**config.mk**
```make
export PLATFORM = sky130hd
export DESIGN_NAME = bal_ctrl
export DESIGN_NICKNAME = d
export VERILOG_FILES = /design/src/hdl/bal_pkg.sv /design/src/hdl/bal_ctrl.sv
export SDC_FILE = /design/constraint.sdc
export NUM_CORES = 1
export LEC_CHECK = 0
export BUFFER_PORTS_ARGS = -buffer_cell sky130_fd_sc_hd__buf_4
export CELL_PAD_IN_SITES_DETAIL_PLACEMENT = 0
export CELL_PAD_IN_SITES_GLOBAL_PLACEMENT = 1
export CORE_MARGIN = 4
export CORE_UTILIZATION = 38
export CTS_CLUSTER_DIAMETER = 80
export DETAILED_ROUTE_END_ITERATION = 7
export GPL_TIMING_DRIVEN = 0
export PLACE_DENSITY = 0.83
export SETUP_SLACK_MARGIN = 0.4
export SYNTH_ARGS = -nofsm -noshare
export SYNTH_HDL_FRONTEND = slang
export SYNTH_SLANG_ARGS = --single-unit
```
**constraint.sdc**
```tcl
create_clock -name clk -period 2.4 [get_ports clk]
set_input_delay 0.48 -clock clk [delete_from_list [all_inputs] [get_ports clk]]
set_output_delay 0.48 -clock clk [all_outputs]
set_load 0.05 [all_outputs]
```
**src/hdl/bal_pkg.sv**
```systemverilog
// Shared types and constants of the buddy allocator.
`default_nettype none
package bal_pkg;
  localparam int OW = 5;

  typedef enum logic [3:0] {
    OP_NONE,
    OP_CLR,
    OP_LOAD,
    OP_RD_CUR,
    OP_SCAN,
    OP_SPLIT_PREP,
    OP_SPLIT,
    OP_MARK,
    OP_FAIL,
    OP_FREE_CLR_USED,
    OP_RD_BUDDY,
    OP_MERGE_HI,
    OP_MERGE_LO,
    OP_FREE_OK
  } op_t;

  typedef struct packed {
    logic clr_done;
    logic kind;
    logic want_bad;
    logic addr_bad;
    logic cur_end;
    logic found;
    logic need_split;
    logic ent_used;
    logic can_climb;
    logic can_merge;
    logic out_full;
  } sts_t;
endpackage
`default_nettype wire

```
**src/hdl/bal_ctrl.sv**
```systemverilog
// Controller state machine of the buddy allocator.
`default_nettype none
module bal_ctrl (
  input  wire logic          clk,
  input  wire logic          rst_n,
  input  wire logic          in_valid,
  input  wire bal_pkg::sts_t sts,
  output logic               in_stall,
  output bal_pkg::op_t       op
);
  typedef enum logic [3:0] {
    S_CLR, S_IDLE, S_START, S_SCAN_RD, S_SCAN_EV, S_ADEC, S_SPLIT, S_MARK,
    S_FCHK, S_FBRD, S_FBCHK, S_FMLO, S_FOK, S_FAIL
  } state_t;

  state_t state_r, state_nxt;

  always_comb begin
    state_nxt = state_r;
    op        = bal_pkg::OP_NONE;
    unique case (state_r)
      S_CLR: begin
        op = bal_pkg::OP_CLR;
        if (sts.clr_done) state_nxt = S_IDLE;
      end
      S_IDLE: begin
        if (in_valid) begin
          op        = bal_pkg::OP_LOAD;
          state_nxt = S_START;
        end
      end
      S_START: begin
        if (!sts.kind) begin
          state_nxt = sts.want_bad ? S_FAIL : S_SCAN_RD;
        end else if (sts.addr_bad) begin
          state_nxt = S_FAIL;
        end else begin
          op        = bal_pkg::OP_RD_CUR;
          state_nxt = S_FCHK;
        end
      end
      S_SCAN_RD: begin
        if (sts.cur_end) begin
          state_nxt = S_ADEC;
        end else begin
          op        = bal_pkg::OP_RD_CUR;
          state_nxt = S_SCAN_EV;
        end
      end
      S_SCAN_EV: begin
        op        = bal_pkg::OP_SCAN;
        state_nxt = S_SCAN_RD;
      end
      S_ADEC: begin
        if (sts.found) begin
          op        = bal_pkg::OP_SPLIT_PREP;
          state_nxt = S_SPLIT;
        end else begin
          state_nxt = S_FAIL;
        end
      end
      S_SPLIT: begin
        if (sts.need_split) op = bal_pkg::OP_SPLIT;
        else state_nxt = S_MARK;
      end
      S_MARK: begin
        if (!sts.out_full) begin
          op        = bal_pkg::OP_MARK;
          state_nxt = S_IDLE;
        end
      end
      S_FCHK: begin
        if (sts.ent_used) begin
          op        = bal_pkg::OP_FREE_CLR_USED;
          state_nxt = S_FBRD;
        end else begin
          state_nxt = S_FAIL;
        end
      end
      S_FBRD: begin
        if (sts.can_climb) begin
          op        = bal_pkg::OP_RD_BUDDY;
          state_nxt = S_FBCHK;
        end else begin
          state_nxt = S_FOK;
        end
      end
      S_FBCHK: begin
        if (sts.can_merge) begin
          op        = bal_pkg::OP_MERGE_HI;
          state_nxt = S_FMLO;
        end else begin
          state_nxt = S_FOK;
        end
      end
      S_FMLO: begin
        op        = bal_pkg::OP_MERGE_LO;
        state_nxt = S_FBRD;
      end
      S_FOK: begin
        if (!sts.out_full) begin
          op        = bal_pkg::OP_FREE_OK;
          state_nxt = S_IDLE;
        end
      end
      S_FAIL: begin
        if (!sts.out_full) begin
          op        = bal_pkg::OP_FAIL;
          state_nxt = S_IDLE;
        end
      end
      default: state_nxt = S_CLR;
    endcase
  end

  always_ff @(posedge clk) begin
    if (!rst_n) begin
      state_r <= S_CLR;
    end else begin
      state_r <= state_nxt;
    end
  end

  assign in_stall = (state_r != S_IDLE);
endmodule
`default_nettype wire
```
; ---- After elaboration in Yosys (flattened, before gate mapping)
; Index checks and enable logic that the tools add are counted.
[op_classes]
n_eq_ne = 18
muxes = 26
n_reduce_logical = 3
[op_table]
columns = op, count
row1 = $pmux 4 s14, 1
row2 = $mux 4, 12
row3 = $pmux 4 s12, 1
row4 = $eq 4x4->1 const B, 6
row5 = $mux 3, 7
row6 = $eq 4x3->1 const B, 4
row7 = $eq 4x2->1 const B, 2
row8 = $mux 2, 4
row9 = $ne 2x2->1 const B, 4
row10 = $eq 4x1->1 const B, 1
row11 = $logic_not 4->1, 1
row12 = $ne 4x1->1 const B, 1
row13 = $reduce_and 4->1, 1
row14 = $reduce_or 3->1, 1
row15 = $mux 1, 1
[word_totals]
regBits = 4
inputBits = 14
out_inout_bits = 5
wordCells = 48

; ---- Longest topological paths before layout
[logic_depth]
ltp_word = 4
mapped_depth = 6
depth_no_buf = 4

; ---- Worst setup path before layout
; No wires, ideal clock.
[synth_timing]
path_type = input -> output
startpoint = in sts[7] in the netlist's numbering
endpoint = out op[0]
arrival_time_ns = 1.732
required_ns = 1.920
setup_slack_ns = 0.188
cell_stages = 4
n_path_buf = 0
path_cell_list = nand2b_1 mux2i_1 o211ai_1 a31oi_1
[synth_between]
elab_chain_cells = 3
[synth_lines]
columns = element, line
row1 = start: declaration, bal_ctrl.sv:7  ; input wire bal_pkg::sts_t sts,
row2 = $mux 2, bal_ctrl.sv:35  ; end else if (sts.addr_bad) begin
row3 = $mux 2, bal_ctrl.sv:33  ; if (!sts.kind) begin
row4 = $pmux 4 s14, bal_ctrl.sv:21  ; unique case (state_r)
row5 = end: declaration, bal_ctrl.sv:9  ; output bal_pkg::op_t op
; Every way passes these cells.

; ---- Worst setup path after layout
[layout_timing]
startpoint = reg state_r[2]
endpoint = out op[0]
[layout_between]
elab_chain_cells = 2
word_cells_on_any_way = 15
cone_classes = eq/ne: 13 / mux: 1 / reduce/logical: 1
[layout_lines]
columns = element, line
row1 = start: declaration, bal_ctrl.sv:16  ; state_t state_r, state_nxt;
row2 = start signal: assignment, bal_ctrl.sv:120  ; state_r <= state_nxt;
row3 = "$eq 4x4->1, or another cell as far along", bal_ctrl.sv:21
row4 = $pmux 4 s14 *, bal_ctrl.sv:21
; Every way passes the cells marked *; elsewhere a longest branch is shown, timed or not.

==> summary.txt <==
Outcome
  • Run status: finished clean

STA
  • Final setup violation count: 0
  • Tightest Pin Transition: 0.3808 ns
  • Final Hold Vio Count: 0
  • Worst relative slew slack: 0.7440
  • Final worst-path setup slack: 0.4317 ns
  • Accumulated negative setup slack: 0 ns
  • Final worst path period need: 1.968 ns
  • Part of the cycle the worst path needs: 0.8201
  • Maximum achievable frequency: 0.5081 GHz
  • Worst slack on hold paths: 0.4913 ns
  • Clock Skew: 0.001869 ns
  • Final slew viol count: 0
  • RSZ-0062 raised after global routing: yes

GRT
  • Largest net degree at the start of global routing: 11
  • Global routing usage on met1: 0.2473
  • Global-route track usage on met3: 0.02410
  • Antenna violations before repair: 0
  • Highest-utilization routing layer at the global route stage: met2
  • Global-route met2 utilization: 0.2599
  • Via count of the first global-routing pass: 757
  • Remaining global-route overflow: 0
  • GRT Total Usage: 0.1795
  • Global-route wire length before repair: 3498 µm

Drt
  • Remaining number of nets flagged by the antenna check after routing: 0
  • Final wirelength: 2121 µm
  • Number of DRC markers in iteration 0: 24
  • Overall via count from detail_route: 810
  • Drt pass-1 iters: 4
  • Average detailed-routed wire length per instance: 15.37 µm
  • Number of design rule violations left after detail routing: 0
  • Number of vias per cell after detailed routing: 5.870

Placement
  • Number of instances in the placed design: 125
  • Half-perimeter wire length after detailed placement: 1510 µm
  • Placed standard-cell area: 838.3 µm²
  • Weighted congestion reported at the end of routability-driven placement: 0.9051
  • Worst Setup Slack post-DPL: 0.4100 ns
  • Number of buffer cells added on primary ports: 18

Clock network
  • Worst-case clock buffer depth: 2
  • Later-pin clock latency in the skew report: 0.23 ns
  • Number of sinks on the clock net: 4
  • Root buf cell: sky130_fd_sc_hd__clkbuf_4
  • Clock tree from TritonCTS: built
  • Count of H-tree levels built during CTS: 1
  • Register clock-pin slew on the reported worst setup and hold paths: 0.04 ns
  • Total clock buffers created by CTS: 3
  • Hold Buf Count CTS: 0

Power
  • Total power after layout: 1.184 mW
  • Static leakage power: 0.3987 nW
  • Worst ir drop on vdd: 0.5895 mV
  • PwrDens: 1153 nW/µm²

Cells and area
  • Area of the multi-input gates: 575.6 µm²
  • Finished Core Util: 0.6516
  • Share of cells above drive strength 1: 0.4918
  • Max reg flops: 4
  • Diodes inserted: 0
  • Storage cell area: 90.09 µm²
  • Register ranked first by flip-flop count: state_r
  • Most frequent cells in the layout: 25 x sky130_fd_sc_hd__buf_4, 7 x sky130_fd_sc_hd__buf_6, 7 x sky130_fd_sc_hd__nor2_1, 7 x sky130_fd_sc_hd__nand2_1, 7 x sky130_fd_sc_hd__nand2b_1
  • Post-route insts no fill: 138
  • Synthesis-to-finish area growth: 54.61%
  • Largest registers: state_r (4)
  • Final-layout fill cell count: 138
  • Fin area: 1027 µm²
  • Number of nets in the layout: 138
  • Most common library cell in the layout ignoring fill and taps: sky130_fd_sc_hd__buf_4

Synthesis
  • Number of instances in the synthesized netlist: 91
  • Post-synthesis cell type count: 36
  • Warning count from the yosys run: 0
  • Summed instance area of the synthesized netlist: 664.4 µm²
  • Main area contributors after synthesis: sky130_fd_sc_hd__dfxtp_1 12%, sky130_fd_sc_hd__nand2b_1 6.6%, sky130_fd_sc_hd__nor2_1 5.1%
  • Share of the yosys chip area belonging to registers: 0.1205
  • Syn Area/Cell: 7.301 µm²
  • Area share of the largest cell type after synthesis: 0.1205
  • Total of flip-flops plus latches after synthesis: 4
  • Net count after synthesis: 105
  • Most area-hungry cell type in the Yosys netlist: sky130_fd_sc_hd__dfxtp_1

Die
  • Core Footprint: 1577 µm²
  • Total I/O pin count: 19
  • Floorplan row count: 14
  • Die footprint: 2482 µm²
  • Die width: 49.82 µm
  • Starting density of the core: 0.4214
  • Die height: 49.82 µm

Run
  • Number of maximum-capacitance constraint violations: 0

Hold path
  • Path category of the worst min-delay check: input port to flip-flop

Worst setup path
  • Startpoint types: flip-flop
  • Critical-path maximum fanout: 10
  • Crit end category: output pin
  • Worst path arrival time: 1.49 ns
  • Data required time at the worst endpoint: 1.92 ns
  • Worst Path Class, Setup: flip-flop to output pin
[worst max-delay path, cell delays in order, from the launching register on]
cell and delay (ns):
sky130_fd_sc_hd__dfxtp_2 0.35, sky130_fd_sc_hd__buf_6 0.14, sky130_fd_sc_hd__buf_8 0.14, sky130_fd_sc_hd__o22ai_2 0.10, sky130_fd_sc_hd__a221oi_2 0.30, sky130_fd_sc_hd__a31oi_2 0.06, sky130_fd_sc_hd__buf_6 0.17
[what timing repair did]
item,4_1_cts,5_1_grt
buffers inserted,2,8
pin swaps,4,5
endpoints found under the hold margin,0,0
gates resized for setup,17,11
endpoints found under the setup margin,4,4
[where the power goes]
group | internal (mW) | total [mW] | switching, mW
Clock | 0.0557 | 0.0798 | 0.0241
Combinational | 0.448 | 0.970 | 0.522
Sequential | 0.0980 | 0.134 | 0.0363
Total | 0.602 | 1.18 | 0.582
[cells by family after synthesis]
| family | after synthesis | synth area share |
|---|---|---|
| mux | 4 | 0.06779 |
| simple gates | 41 | 0.3390 |
| flops | 4 | 0.1205 |
| xor+xnor | 1 | 0.01319 |
| compound gates | 31 | 0.3559 |
| buf+inv | 10 | 0.1036 |
[synthesized netlist by cell type (all sizes together)]
cell type	number
mux2	1
and3b	2
nand4	1
o21a	2
nand2b	7
xnor2	1
and2b	1
mux2i	3
a2111oi	1
or2b	1
or2	1
a21oi	6
inv	4
o211ai	2
nor4	1
a211o	1
o2111ai	1
a22o	2
nor2	9
buf	6
nor2b	4
nor3	2
a211oi	1
a22oi	2
nand2	7
a21boi	1
or3	1
a221oi	2
dfxtp	4
o21ai	3
nand3	4
o31a	2
a31oi	3
o22ai	2
[cell type report]
cell class,instances,area share
Tap cell,16,0.01949
Clock buffer,3,0.02192
Timing Repair Buffer,28,0.2156
Sequential cell,4,0.08770
Buffer,6,0.07308
Multi-Input combinational cell,77,0.5603
Inverter,4,0.02192
[path summary, 6_finish.rpt]
path / from / endpoint / slack [ns] / cells after the start
min reg2reg: state_r[3]$_SDFFE_PN0P_ / state_r[1]$_SDFFE_PN0P_ / 0.73 / 2
min: rst_n / state_r[3]$_SDFFE_PN0P_ / 0.49 / 2
max: state_r[2]$_SDFFE_PN0P_ / op[0] / 0.43 / 6
max reg2reg: state_r[0]$_SDFFE_PN0P_ / state_r[0]$_SDFFE_PN0P_ / 0.90 / 5
[per-layer routing]
layer	wire (µm)	part of all wire	vias up
met3	108	0.051	6
met4	46	0.022	0
li1	-	-	401
met1	946	0.45	371
met2	1020	0.48	32
met5	0	0	-
No activity file was read; power rests on OpenSTA's default activity.
